--- config.mk ---
export PLATFORM = sky130hd
export DESIGN_NAME = growable_slot_pool_allocator
export DESIGN_NICKNAME = d
export VERILOG_FILES = /design/src/hdl/gspa_pkg.sv /design/src/hdl/gspa_limits.sv /design/src/hdl/growable_slot_pool_allocator.sv
export SDC_FILE = /design/constraint.sdc
export NUM_CORES = 1
export LEC_CHECK = 0
export BUFFER_PORTS_ARGS = -buffer_cell sky130_fd_sc_hd__buf_2
export CAP_MARGIN = 10
export CORE_ASPECT_RATIO = 1.2
export CORE_UTILIZATION = 32
export CTS_CLUSTER_DIAMETER = 40
export DETAILED_ROUTE_END_ITERATION = 8
export GPL_TIMING_DRIVEN = 0
export PLACE_DENSITY_LB_ADDON = 0.12
export SYNTH_ARGS = -nofsm -noshare
export SYNTH_HDL_FRONTEND = slang
export SYNTH_SLANG_ARGS = --single-unit
--- constraint.sdc ---
create_clock -name clk_i -period 10.1 [get_ports clk_i]
set_clock_uncertainty 0.1 [all_clocks]
set_input_delay 0 -clock clk_i [delete_from_list [all_inputs] [get_ports clk_i]]
set_output_delay 0 -clock clk_i [all_outputs]
set_load 0.01 [all_outputs]
--- src/hdl/gspa_pkg.sv ---
// gspa_pkg: shared types and constants of the growable slot pool allocator
// no dependencies; used by gspa_limits, growable_slot_pool_allocator and the testbench
`default_nettype none

package gspa_pkg;

  // field widths fixed by the transaction format
  localparam int unsigned CNT_W  = 7;
  localparam int unsigned SLOT_W = 6;
  localparam int unsigned OP_W   = 2;
  localparam int unsigned CFG_IDX_W = 2;

  // largest slot count a 7-bit register can ask for
  localparam int unsigned MAX_COUNT = 127;

  localparam logic [CNT_W-1:0] DEFAULT_SLOTS  = 7'd10;
  localparam logic [CNT_W-1:0] RST_INIT_SLOTS = 7'd10;
  localparam logic [CNT_W-1:0] RST_SOFT_LIMIT = 7'd10;
  localparam logic [CNT_W-1:0] RST_HARD_LIMIT = 7'd10;
  localparam logic [CNT_W-1:0] RST_GROW_STEP  = 7'd1;

  typedef enum logic [OP_W-1:0] {
    OP_ALLOC   = 2'd0,
    OP_RELEASE = 2'd1,
    OP_QUERY   = 2'd2
  } op_e;

  typedef enum logic [1:0] {
    STAT_EXISTING  = 2'd0,
    STAT_GROWN     = 2'd1,
    STAT_REFUSED   = 2'd2,
    STAT_NOT_ALLOC = 2'd3
  } status_e;

  typedef enum logic [CFG_IDX_W-1:0] {
    REG_INITIAL_SLOTS = 2'd0,
    REG_SOFT_LIMIT    = 2'd1,
    REG_HARD_LIMIT    = 2'd2,
    REG_GROW_STEP     = 2'd3
  } cfg_reg_e;

  typedef enum logic [2:0] {
    ST_CLEAR,
    ST_IDLE,
    ST_SCAN,
    ST_REL_CHK,
    ST_DONE
  } state_e;

  typedef struct packed {
    logic [OP_W-1:0]   op;
    logic [SLOT_W-1:0] release_slot;
  } in_item_t;

  typedef struct packed {
    logic              granted;
    logic [SLOT_W-1:0] slot_index;
    logic [1:0]        status;
    logic              soft_exceeded;
    logic [CNT_W-1:0]  pool_size;
    logic [CNT_W-1:0]  busy_count;
    logic [CNT_W-1:0]  live_soft_limit;
  } out_item_t;

  // raw configuration registers
  typedef struct packed {
    logic [CNT_W-1:0] initial_slots;
    logic [CNT_W-1:0] soft_limit;
    logic [CNT_W-1:0] hard_limit;
    logic [CNT_W-1:0] grow_step;
  } cfg_regs_t;

  // normalized limits loaded into the pool at initialization
  typedef struct packed {
    logic [CNT_W-1:0] init_slots;
    logic [CNT_W-1:0] soft_lvl;
    logic [CNT_W-1:0] hard;
    logic [CNT_W-1:0] step;
  } limits_t;

endpackage

`default_nettype wire

--- src/hdl/gspa_limits.sv ---
// gspa_limits: normalizes the configuration registers into pool limits
// depends on gspa_pkg
`default_nettype none

module gspa_limits #(
  parameter int unsigned POOL_DEPTH = 64
) (
  input  var gspa_pkg::cfg_regs_t regs_i,
  output var gspa_pkg::limits_t   limits_o
);

  localparam int unsigned CAP_INT =
    (POOL_DEPTH < gspa_pkg::MAX_COUNT) ? POOL_DEPTH : gspa_pkg::MAX_COUNT;
  localparam logic [gspa_pkg::CNT_W-1:0] CAP = gspa_pkg::CNT_W'(CAP_INT);

  logic [gspa_pkg::CNT_W-1:0] init_raw;
  logic [gspa_pkg::CNT_W-1:0] init_clip;
  logic [gspa_pkg::CNT_W-1:0] soft_lvl;
  logic [gspa_pkg::CNT_W-1:0] hard_raw;

  always_comb begin
    init_raw  = (regs_i.initial_slots > 7'd1) ? regs_i.initial_slots
                                              : gspa_pkg::DEFAULT_SLOTS;
    init_clip = (init_raw > CAP) ? CAP : init_raw;
    soft_lvl  = (init_clip > regs_i.soft_limit) ? init_clip : regs_i.soft_limit;
    hard_raw  = (soft_lvl > regs_i.hard_limit) ? soft_lvl : regs_i.hard_limit;

    limits_o.init_slots = init_clip;
    limits_o.soft_lvl   = soft_lvl;
    limits_o.hard       = (hard_raw > CAP) ? CAP : hard_raw;
    limits_o.step       = (regs_i.grow_step == '0) ? 7'd1 : regs_i.grow_step;
  end

endmodule

`default_nettype wire

--- src/hdl/growable_slot_pool_allocator.sv ---
// growable_slot_pool_allocator: round-robin slot pool with growth and limits
// depends on gspa_pkg and gspa_limits
// steps: query goes from idle to done, release checks the mark first, allocate
//   probes marks in the scan state, at most the pool size of them; one transaction
//   in flight (mark ram with one read and one write port, reads pipelined one per
//   cycle), the result register lets the next transaction in while a result waits
// reset and every config write start a clearing pass over all min(POOL_DEPTH,127)
//   mark ram addresses, during which no transaction is accepted
`default_nettype none

module growable_slot_pool_allocator #(
  parameter int unsigned POOL_DEPTH = 64
) (
  input  var logic                                   clk_i,
  input  var logic                                   rst_ni,
  // request channel
  input  var logic                                   in_valid_i,
  output var logic                                   in_ready_o,
  input  var gspa_pkg::in_item_t                     in_item_i,
  // result channel
  output var logic                                   out_valid_o,
  input  var logic                                   out_ready_i,
  output var gspa_pkg::out_item_t                    out_item_o,
  // configuration write port
  input  var logic                                   cfg_we_i,
  input  var logic [gspa_pkg::CFG_IDX_W-1:0]         cfg_idx_i,
  input  var logic [gspa_pkg::CNT_W-1:0]             cfg_data_i
);

  // slots beyond 127 can never be requested by a 7-bit register
  localparam int unsigned MEM_DEPTH =
    (POOL_DEPTH < gspa_pkg::MAX_COUNT) ? POOL_DEPTH : gspa_pkg::MAX_COUNT;
  localparam int unsigned AW = $clog2(MEM_DEPTH);
  localparam logic [AW-1:0] LAST_ADDR = AW'(MEM_DEPTH - 1);

  localparam int unsigned CW = gspa_pkg::CNT_W;

  // ---------------------------------------------------------------------------
  // configuration registers and normalized limits
  // ---------------------------------------------------------------------------
  gspa_pkg::cfg_regs_t regs_q;
  gspa_pkg::limits_t   limits;

  always_ff @(posedge clk_i or negedge rst_ni) begin
    if (!rst_ni) begin
      regs_q.initial_slots <= gspa_pkg::RST_INIT_SLOTS;
      regs_q.soft_limit    <= gspa_pkg::RST_SOFT_LIMIT;
      regs_q.hard_limit    <= gspa_pkg::RST_HARD_LIMIT;
      regs_q.grow_step     <= gspa_pkg::RST_GROW_STEP;
    end else if (cfg_we_i) begin
      unique case (gspa_pkg::cfg_reg_e'(cfg_idx_i))
        gspa_pkg::REG_INITIAL_SLOTS: regs_q.initial_slots <= cfg_data_i;
        gspa_pkg::REG_SOFT_LIMIT:    regs_q.soft_limit    <= cfg_data_i;
        gspa_pkg::REG_HARD_LIMIT:    regs_q.hard_limit    <= cfg_data_i;
        gspa_pkg::REG_GROW_STEP:     regs_q.grow_step     <= cfg_data_i;
        default: ;
      endcase
    end
  end

  gspa_limits #(
    .POOL_DEPTH (POOL_DEPTH)
  ) u_limits (
    .regs_i   (regs_q),
    .limits_o (limits)
  );

  // ---------------------------------------------------------------------------
  // in-use mark ram: one bit per slot, synchronous read into rd_data_q with registered latency
  // ---------------------------------------------------------------------------
  logic          mark_mem [MEM_DEPTH];
  logic          rd_en;
  logic [AW-1:0] rd_addr;
  logic          rd_data_q;
  logic          wr_en;
  logic [AW-1:0] wr_addr;
  logic          wr_data;

  always_ff @(posedge clk_i) begin
    if (wr_en) begin
      mark_mem[wr_addr] <= wr_data;
    end
    if (rd_en) begin
      rd_data_q <= mark_mem[rd_addr];
    end
  end

  // ---------------------------------------------------------------------------
  // pool state
  // ---------------------------------------------------------------------------
  gspa_pkg::state_e   state_q, state_d;
  logic [CW-1:0]      present_q, present_d;   // slots present
  logic [CW:0]        soft_q, soft_d;         // live soft limit, may reach 128
  logic [CW-1:0]      hard_q, hard_d;
  logic [CW-1:0]      step_q, step_d;
  logic [CW-1:0]      busy_q, busy_d;         // marks set
  logic [CW-1:0]      ptr_q, ptr_d;           // round-robin start
  logic [CW-1:0]      chk_q, chk_d;           // slot whose mark is in rd_data_q
  logic [CW-1:0]      left_q, left_d;         // probes still to examine
  logic [CW-1:0]      rel_q, rel_d;
  logic [AW-1:0]      clr_q, clr_d;
  gspa_pkg::out_item_t res_q, res_d;          // finished result waiting for the output reg
  gspa_pkg::out_item_t out_q;
  logic               out_valid_q;
  logic               load_out;

  logic               in_fire;
  logic [CW-1:0]      start_ptr;
  logic [CW-1:0]      scan_inc;
  logic [CW-1:0]      scan_next;
  logic [CW:0]        grow_sum;
  logic [CW-1:0]      grow_size;
  logic [CW-1:0]      grow_inc;
  logic [CW-1:0]      rel_ext;

  assign in_fire = in_valid_i && in_ready_o;

  always_comb begin
    start_ptr = (ptr_q >= present_q) ? '0 : ptr_q;
    scan_inc  = chk_q + 7'd1;
    scan_next = (scan_inc >= present_q) ? '0 : scan_inc;
    grow_sum  = {1'b0, present_q} + {1'b0, step_q};
    grow_size = (grow_sum > {1'b0, hard_q}) ? hard_q : grow_sum[CW-1:0];
    grow_inc  = present_q + 7'd1;
    rel_ext   = {1'b0, in_item_i.release_slot};
  end

  always_comb begin
    state_d   = state_q;
    present_d = present_q;
    soft_d    = soft_q;
    hard_d    = hard_q;
    step_d    = step_q;
    busy_d    = busy_q;
    ptr_d     = ptr_q;
    chk_d     = chk_q;
    left_d    = left_q;
    rel_d     = rel_q;
    clr_d     = clr_q;
    res_d     = res_q;
    rd_en     = 1'b0;
    rd_addr   = '0;
    wr_en     = 1'b0;
    wr_addr   = '0;
    wr_data   = 1'b0;
    load_out  = 1'b0;
    in_ready_o = 1'b0;

    unique case (state_q)
      // sweep the mark ram, reload the pool from the normalized limits
      gspa_pkg::ST_CLEAR: begin
        wr_en     = 1'b1;
        wr_addr   = clr_q;
        wr_data   = 1'b0;
        clr_d     = clr_q + AW'(1);
        present_d = limits.init_slots;
        soft_d    = {1'b0, limits.soft_lvl};
        hard_d    = limits.hard;
        step_d    = limits.step;
        busy_d    = '0;
        ptr_d     = '0;
        if (clr_q == LAST_ADDR) begin
          state_d = gspa_pkg::ST_IDLE;
        end
      end

      gspa_pkg::ST_IDLE: begin
        in_ready_o = !cfg_we_i;
        if (in_fire) begin
          res_d.granted       = 1'b0;
          res_d.slot_index    = '0;
          res_d.status        = gspa_pkg::STAT_NOT_ALLOC;
          res_d.soft_exceeded = 1'b0;
          case (in_item_i.op)
            gspa_pkg::OP_ALLOC: begin
              // first probe goes out now, its mark arrives in the scan state
              rd_en   = 1'b1;
              rd_addr = start_ptr[AW-1:0];
              chk_d   = start_ptr;
              left_d  = present_q;
              state_d = gspa_pkg::ST_SCAN;
            end
            gspa_pkg::OP_RELEASE: begin
              rel_d = rel_ext;
              if (rel_ext < present_q) begin
                rd_en   = 1'b1;
                rd_addr = rel_ext[AW-1:0];
                state_d = gspa_pkg::ST_REL_CHK;
              end else begin
                // absent slot: nothing to clear
                state_d = gspa_pkg::ST_DONE;
              end
            end
            default: begin
              // query, and the unused code behaves as a query
              state_d = gspa_pkg::ST_DONE;
            end
          endcase
        end
      end

      // one mark examined per cycle while the next read is already issued
      gspa_pkg::ST_SCAN: begin
        rd_en   = 1'b1;
        rd_addr = scan_next[AW-1:0];
        if (!rd_data_q) begin
          wr_en   = 1'b1;
          wr_addr = chk_q[AW-1:0];
          wr_data = 1'b1;
          busy_d  = busy_q + 7'd1;
          ptr_d   = scan_next;
          res_d.granted    = 1'b1;
          res_d.slot_index = chk_q[gspa_pkg::SLOT_W-1:0];
          res_d.status     = gspa_pkg::STAT_EXISTING;
          state_d = gspa_pkg::ST_DONE;
        end else if (left_q == 7'd1) begin
          // full circle without a free slot; scan_next is back at the start
          res_d.soft_exceeded = ({1'b0, present_q} > soft_q);
          if (present_q < hard_q) begin
            // grow; the first new slot was never marked since the last clear
            wr_en     = 1'b1;
            wr_addr   = present_q[AW-1:0];
            wr_data   = 1'b1;
            busy_d    = busy_q + 7'd1;
            present_d = grow_size;
            ptr_d     = (grow_inc >= grow_size) ? '0 : grow_inc;
            res_d.granted    = 1'b1;
            res_d.slot_index = present_q[gspa_pkg::SLOT_W-1:0];
            res_d.status     = gspa_pkg::STAT_GROWN;
          end else begin
            ptr_d  = scan_next;
            soft_d = {1'b0, hard_q} + 8'd1;
            res_d.granted    = 1'b0;
            res_d.slot_index = '0;
            res_d.status     = gspa_pkg::STAT_REFUSED;
          end
          state_d = gspa_pkg::ST_DONE;
        end else begin
          chk_d  = scan_next;
          left_d = left_q - 7'd1;
        end
      end

      // release: clear the mark only if it was set
      gspa_pkg::ST_REL_CHK: begin
        if (rd_data_q) begin
          wr_en   = 1'b1;
          wr_addr = rel_q[AW-1:0];
          wr_data = 1'b0;
          busy_d  = busy_q - 7'd1;
        end
        state_d = gspa_pkg::ST_DONE;
      end

      // hand the result to the output register once it is free
      gspa_pkg::ST_DONE: begin
        if (!out_valid_q || out_ready_i) begin
          load_out = 1'b1;
          state_d  = gspa_pkg::ST_IDLE;
        end
      end

      default: begin
        state_d = gspa_pkg::ST_CLEAR;
        clr_d   = '0;
      end
    endcase

    // pool figures reported as they stand after the transaction
    if (state_q != gspa_pkg::ST_DONE && state_d == gspa_pkg::ST_DONE) begin
      res_d.pool_size       = present_d;
      res_d.busy_count      = busy_d;
      res_d.live_soft_limit = soft_d[CW-1:0];
    end

    // any config write re-initializes the pool with a fresh clearing pass
    if (cfg_we_i) begin
      state_d = gspa_pkg::ST_CLEAR;
      clr_d   = '0;
    end
  end

  always_ff @(posedge clk_i or negedge rst_ni) begin
    if (!rst_ni) begin
      state_q     <= gspa_pkg::ST_CLEAR;
      clr_q       <= '0;
      present_q   <= gspa_pkg::RST_INIT_SLOTS;
      soft_q      <= {1'b0, gspa_pkg::RST_SOFT_LIMIT};
      hard_q      <= gspa_pkg::RST_HARD_LIMIT;
      step_q      <= gspa_pkg::RST_GROW_STEP;
      busy_q      <= '0;
      ptr_q       <= '0;
      out_valid_q <= 1'b0;
    end else begin
      state_q   <= state_d;
      clr_q     <= clr_d;
      present_q <= present_d;
      soft_q    <= soft_d;
      hard_q    <= hard_d;
      step_q    <= step_d;
      busy_q    <= busy_d;
      ptr_q     <= ptr_d;
      if (load_out) begin
        out_valid_q <= 1'b1;
      end else if (out_ready_i) begin
        out_valid_q <= 1'b0;
      end
    end
  end

  // payload registers
  always_ff @(posedge clk_i) begin
    chk_q  <= chk_d;
    left_q <= left_d;
    rel_q  <= rel_d;
    res_q  <= res_d;
    if (load_out) begin
      out_q <= res_q;
    end
  end

  assign out_valid_o = out_valid_q;
  assign out_item_o  = out_q;

  // ---------------------------------------------------------------------------
  // assertions
  // ---------------------------------------------------------------------------
  a_busy_within_pool: assert property (@(posedge clk_i) disable iff (!rst_ni)
    busy_q <= present_q)
    else $error("more marks set than slots present");

  a_pool_within_hard: assert property (@(posedge clk_i) disable iff (!rst_ni)
    present_q <= hard_q)
    else $error("pool grew past the hard limit");

  a_ptr_in_pool: assert property (@(posedge clk_i) disable iff (!rst_ni)
    ptr_q < present_q)
    else $error("round-robin pointer outside the pool");

  a_scan_has_probes: assert property (@(posedge clk_i) disable iff (!rst_ni)
    state_q == gspa_pkg::ST_SCAN |-> left_q != '0)
    else $error("scan running with no probes left");

  a_grant_status: assert property (@(posedge clk_i) disable iff (!rst_ni)
    out_valid_o && out_item_o.granted |->
      out_item_o.status == gspa_pkg::STAT_EXISTING ||
      out_item_o.status == gspa_pkg::STAT_GROWN)
    else $error("grant reported with a non-grant status");

endmodule

`default_nettype wire

Yosys cells after proc, flatten, opt, wreduce, memory -nomap -nowiden:

Memories as Yosys holds them, arrays and structs flattened. A register that Yosys moved wholly into a read port is not among the register bits.
Index checks and enable logic that the tools add are counted.
W data, S select, Z words.

* register bits after elaboration: 163
* RAM bits: 64
* bits of input ports: 22
* output and inout port bits: 33
* word-level logic and storage cells: 175
* memories kept: 1

Memory list
* mark_mem: words 64, width 1, read ports 1, clocked after Yosys merged registers in 1, wr ports 1, line growable_slot_pool_allocator.sv:71 `logic mark_mem [MEM_DEPTH];`

* add/subtract/negate cells: 8
* order comparisons: 12
* equal/unequal tests: 20
* multiplexer cells: 80
* reductions and logical operators: 23

Operators by type and width (number)
* $mux W7: 28
* $pmux W7 S2: 4
* $mux W6: 7
* $pmux W6 S2: 3
* $mux W8: 3
* $add A7 B1 Y7 const B: 3
* $ge A7 B7 Y1: 3
* $mux W3: 7
* $pmux W7 S3: 1
* $mux W10: 2
* $pmux W10 S2: 1
* $mux W9: 2
* $pmux W6 S3: 1
* $pmux W8 S2: 1
* $mux W1: 15
* $pmux W3 S5: 1
* $gt A7 B7 Y1: 2
* $gt A7 B7 Y1 const B: 2
* $sub A7 B1 Y7 const B: 2
* $ne A2 B2 Y1 const B: 5
* $reduce_and A2 Y1: 5
* $add A7 B1 Y8 const B: 1
* $add A7 B7 Y8: 1
* $gt A7 B8 Y1: 1
* other kinds (28): 42

Depth between registers and ports, before layout:

* depth in word-level cells: 10
* mapped depth: 25
* depth with buffers taken out: 24

Modules after synthesis:

From an unflattened synthesis, not the netlist that was laid out.

* cell total of the unflattened synthesis: 1142
* area, all modules: 12428.2 µm²

By module, submodules not included
* growable_slot_pool_allocator: instances 1, cells each 1040, area an instance 11697.5 µm², seq. area each 6458.7 µm²
* gspa_limits: instances 1, cells each 102, area an instance 730.7 µm², seq. area each 0.0 µm²

Worst setup path after synthesis:

Ideal clock, no wire load.

* kind: reg-to-reg
* start point: register present_q[0]
* end point: register ptr_q[0]
* library setup time: 0.091 ns
* arrival: 5.078 ns
* data required time: 9.909 ns
* setup slack: 4.831 ns
* stages on the path, launching flop included: 25
* buffers on the path: 1
* clock period less this slack: 5.269 ns
* cells stage by stage: dfrtp_1 > ha_1 > fa_1 > ha_1 > nor2b_1 > o21a_1 > o21a_1 > o21a_1 > o21a_1 > o21a_1 > o22ai_1 > and3b_1 > clkbuf_1 > mux2_2 > ha_1 > nand2b_1 > a21o_1 > a21o_1 > a21oi_1 > nor2b_1 > o21ai_0 > nand2b_1 > a211o_1 > or2_2 > o221ai_1

* word-level cells in the longest chain between the ends: 9
* elaborated cells between the ends (all ways): 13
* those cells by class: add/sub (2); order compare (4); mux (7)

RTL lines
* start: declaration: line growable_slot_pool_allocator.sv:92 `logic [CW-1:0] present_q, present_d;`
* start signal: assignment: line growable_slot_pool_allocator.sv:287 `present_q <= gspa_pkg::RST_INIT_SLOTS;`
* start signal: assignment: line growable_slot_pool_allocator.sv:297 `present_q <= present_d;`
* $add A7 B7 Y8: line growable_slot_pool_allocator.sv:122 `grow_sum = {1'b0, present_q} + {1'b0, step_q};`
* $gt A8 B7 Y1: line growable_slot_pool_allocator.sv:123 `grow_size = (grow_sum > {1'b0, hard_q}) ? hard_q : grow_sum[CW-1:0];`
* $mux W7: line growable_slot_pool_allocator.sv:123
* $ge A7 B7 Y1: line growable_slot_pool_allocator.sv:226 `ptr_d = (grow_inc >= grow_size) ? '0 : grow_inc;`
* $mux W7: line growable_slot_pool_allocator.sv:226
* $mux W7: line growable_slot_pool_allocator.sv:219 `if (present_q < hard_q) begin`
* $mux W7: line growable_slot_pool_allocator.sv:216 `end else if (left_q == 7'd1) begin`
* $mux W7 *: line growable_slot_pool_allocator.sv:206 `if (!rd_data_q) begin`
* $pmux W7 S2 *: line growable_slot_pool_allocator.sv:149 `unique case (state_q)`
* end signal: assignment: line growable_slot_pool_allocator.sv:302 `ptr_q <= ptr_d;`
* end: declaration: line growable_slot_pool_allocator.sv:97 `logic [CW-1:0] ptr_q, ptr_d;`

Every way passes the cells marked *; elsewhere a longest branch is shown, timed or not. The select of a mux whose other input is x is not followed.
A chain may end at the register's enable or synchronous reset.

Worst setup path after layout:

* start point: register present_q[1]
* end point: register ptr_q[0]

Same word-level chain as after synthesis.

==> summary.md <==
| Metric | Value |
|---|---|
| Slew at the pin closest to its max-slew limit | `1.06 ns` |
| Distinct cell type count of the synthesized netlist | `75` |
| Drt pass-1 iters | `7` |
| Outcome | `finished, final reports clean` |
| Root Driver | `clkbuf_16` |
| Starting density of the core | `32.4%` |
| Setup TNS | `0 ns` |
| Largest net degree at the start of global routing | `52` |
| Critical Path AT | `6.26 ns` |
| Post-synthesis adder-cell area fraction | `7.84%` |
| Placed wire-length estimate | `24800 µm` |
| Ant diodes | `0` |
| Layout fillers | `3674` |
| First-pass GRT wire length | `52800 µm` |
| Die Y-Extent | `216 µm` |
| I/O Buffers | `53` |
| CTS buffer count | `37` |
| Worst setup path startpoint | `present_q[1]` |
| RSZ-0062 raised after global routing | `false` |
| FF/Latch Area | `6460 µm²` |
| Worst-Skew Late Latency | `0.54 ns` |
| Area growth syn-to-layout | `20.3%` |
| Fraction of the mapped netlist area in simple logic gates | `13.9%` |
| Mux contribution to synthesized area | `6.85%` |
| Area occupied by multi-input gates | `5350 µm²` |
| Setup crit end kind | `flop` |
| R2R Path Start | `present_q[1]` |
| Hold path start | `in_item_i[7]` |
| Post-Syn Nets | `1193` |
| GRT overflow | `0` |
| Clk pin slew, worst setup/hold paths | `0.06 ns` |
| Hold endpoint | `state_q[1]` |
| Number of flops mapped to enable cells by yosys | `147` |
| Tmin final | `5.92 ns` |
| Clock buffer depth | `3` |
| Final WL | `34100 µm` |
| Async SR Flop Fraction | `35.5%` |
| Most frequent cells in the layout | `147 x edfxtp_1, 135 x nor2_1, 83 x nand2_1, 75 x ha_1, 67 x dfrtp_1` |
| Layout cells sized above 1 | `16.6%` |
| Main combinational cell family by area after synthesis | `simple AND/OR/NAND/NOR gates` |
| Worst Path Required | `10.44 ns` |
| Full die area | `39000 µm²` |
| I/O pins | `55` |
| Max_cap viols | `0` |
| Post-DRT Antenna Nets | `0` |
| R2R Setup Slk | `4.18 ns` |
| CP max FO | `12` |
| #FFs+latches synth | `228` |
| GRT Total Usage | `17.8%` |
| Final hold violations | `0` |
| Pwr dens | `209 nW/µm²` |
| Synth Area in Compound Gates | `13.0%` |
| Setup WS post-layout | `4.18 ns` |
| Die Wd | `180 µm` |
| TritonCTS clock tree | `done` |
| DR iter-0 viols | `584` |
| Post-synthesis area per instance | `11.2 µm²` |
| Tightest Hold Check Type | `input pin to flop` |
| Htree depth | `2` |
| DRC Markers | `0` |
| Final net count | `1315` |
| Synth Instances | `1095` |
| Max-slew headroom | `28.5%` |
| WHS Path Cells | `5` |
| Crit path largest cell delay | `0.81 ns` |
| Most common cell after layout, fill and taps aside | `edfxtp_1` |
| Placer Congestion | `0.875` |
| Crit share post-route | `58.6%` |
| WL/cell | `19.8 µm` |
| Xor and xnor fraction of the mapped netlist area | `2.01%` |
| CP cell instances | `ha_1 -> a21o_1 -> a21oi_1 -> o21bai_1 -> a21oi_1 -> xnor2_1 -> ha_1 -> o21a_1 -> o21a_1 -> o22ai_1 -> and3b_1 -> clkbuf_1 -> mux2_2 -> ha_1 -> nand2b_1 -> a21o_1 -> a21o_1 -> a21oi_1 -> nor2b_1 -> o21ai_0 -> nand2b_1 -> a211o_1 -> or2_2 -> o221ai_1` |
| Syn. warnings | `0` |
| Via density | `5.16` |
| Dominant synthesized flop cell | `edfxtp_1` |
| R2R cell count | `24` |
| Buffers & Inverters on Critical Path | `1` |
| Placeable core region | `37800 µm²` |
| Worst setup SP type | `flop` |
| Worst IR Drop VDD | `0.0000983 V` |
| Reg2Reg Capture Point | `ptr_q[0]` |
| Delay-heaviest family, CP | `compound AO/OA/AOI/OAI gates` |
| Pleak | `5.70 nW` |
| Final Max Slew Viols | `0` |
| Synthesized cell area | `12200 µm²` |
| Via Count | `8898` |
| Critical path's slowest cell | `dfstp_2` |
| Maximum operating frequency | `0.169 GHz` |
| Post-placement setup slack | `4.21 ns` |
| Clk sink count | `228` |
| Vias in the first global route | `8880` |
| Critical path class | `flop to flop` |
| Final hold slack | `0.0270 ns` |
| Register area share after synthesis | `52.8%` |
| # setup viols final | `0` |
| # rows | `78` |
| Antenna violations before repair | `0` |
==> synth_stat cells (5+ instances only) <==
master	number	area share, %
o22ai_1	6	0.31
nor2b_1	23	1.2
xor2_1	10	0.72
xnor2_1	18	1.3
ha_1	75	7.7
nor4_1	6	0.31
or3_1	7	0.36
nand2b_1	16	0.82
or2_2	7	0.36
edfxtp_1	147	36
buf_2	5	0.20
a22o_1	6	0.43
dfrtp_1	67	14
inv_1	60	1.8
a21o_1	13	0.80
nand4_1	9	0.46
dfstp_2	14	3.0
o31ai_1	8	0.49
a211oi_1	6	0.37
o21ai_0	39	1.6
a22oi_1	18	1.1
a221o_1	9	0.74
a31oi_1	7	0.36
a211o_1	13	0.93
mux2_2	45	4.1
a21oi_1	43	1.8
mux2i_1	24	2.0
nand3_1	40	1.6
nor2_1	135	4.1
o211ai_1	5	0.31
o21a_1	10	0.61
nor3_1	18	0.74
nand2_1	83	2.5
clkbuf_1	29	0.89
a221oi_1	6	0.43
==> flip-flops by register name (all words and copies together) (netlist names), 6 cells and up <==
name and cells:
busy_q 7, out_item_o 31, soft_q 8, left_q 7, mark_mem 64, clr_q 6
regs_q 28, res_q 31, chk_q 7, step_q 7, hard_q 7, present_q 7
rel_q 6, ptr_q 7
==> power breakdown <==
group          leakage (nW)  internal (W)  switching (W)
Clock                 0.604      0.000760       0.000487
Sequential             2.32       0.00106      0.0000702
Combinational          2.78      0.000300       0.000396
Total                  5.70       0.00212       0.000953
==> worst register-to-register path, stage by stage, from the launching register on <==
cell and delay (ns):
dfstp_2 0.81, ha_1 0.32, a21o_1 0.16, a21oi_1 0.23, o21bai_1 0.09, a21oi_1 0.23
xnor2_1 0.21, ha_1 0.30, o21a_1 0.11, o21a_1 0.17, o22ai_1 0.12, and3b_1 0.17
clkbuf_1 0.38, mux2_2 0.42, ha_1 0.27, nand2b_1 0.14, a21o_1 0.17, a21o_1 0.17
a21oi_1 0.13, nor2b_1 0.05, o21ai_0 0.14, nand2b_1 0.08, a211o_1 0.36, or2_2 0.30
o221ai_1 0.19
==> timing repair <==
item / 4_1_cts / 5_1_grt
buffers inserted: 0 / 0
endpoints found under the hold margin: 124 / 0
hold buffers: 26 / 0
gates resized for setup: 0 / 0
==> layout make-up <==
class                           instances  area share (%)
Sequential cell                       228            43.9
Multi-Input combinational cell        764            36.4
Clock buffer                           40            6.52
Timing Repair Buffer                   83            4.30
Tap cell                              480            4.09
Clock inverter                         27            1.85
Inverter                               62            1.58
Buffer                                 41            1.38
==> metal layers <==
layer  routed length [µm]  GRT usage [%]  vias to the layer above
li1                     -              -                     4297
met1                15000           22.4                     4364
met2                17200           31.3                      186
met4                  746           5.56                        0
met3                 1240           2.67                       51
met5                    0              0                        -
==> logic make-up after synthesis <==
logic type	Yosys count
simple gates	365
compound gates	222
buf+inv	103
flops	228
xor+xnor	28
mux	73
fa+ha+maj	76
==> metrics by stage <==
stage          area [µm²]  power [W]  instances  util, %
4_1_cts             14700    0.00311       1724     38.9
3_5_place_dp        13200    0.00183       1631     34.9
6_report            14700    0.00307       1725     38.9
3_3_place_gp        13100    0.00183       1628     34.7
2_1_floorplan       12200    0.00162       1095        -
5_1_grt             14700    0.00324       1725     38.9
==> worst max-delay path by stage <==
stage	end	slack [ns]	cells after the start
CTS	ptr_q[0]	4.17	24
finish	ptr_q[0]	4.18	24
global route	ptr_q[0]	3.78	24
floorplan	ptr_q[0]	4.83	24
global placement	mark_mem[53]	2.98	9
detailed placement	ptr_q[0]	4.21	24
No activity file was read; power rests on OpenSTA's default activity.
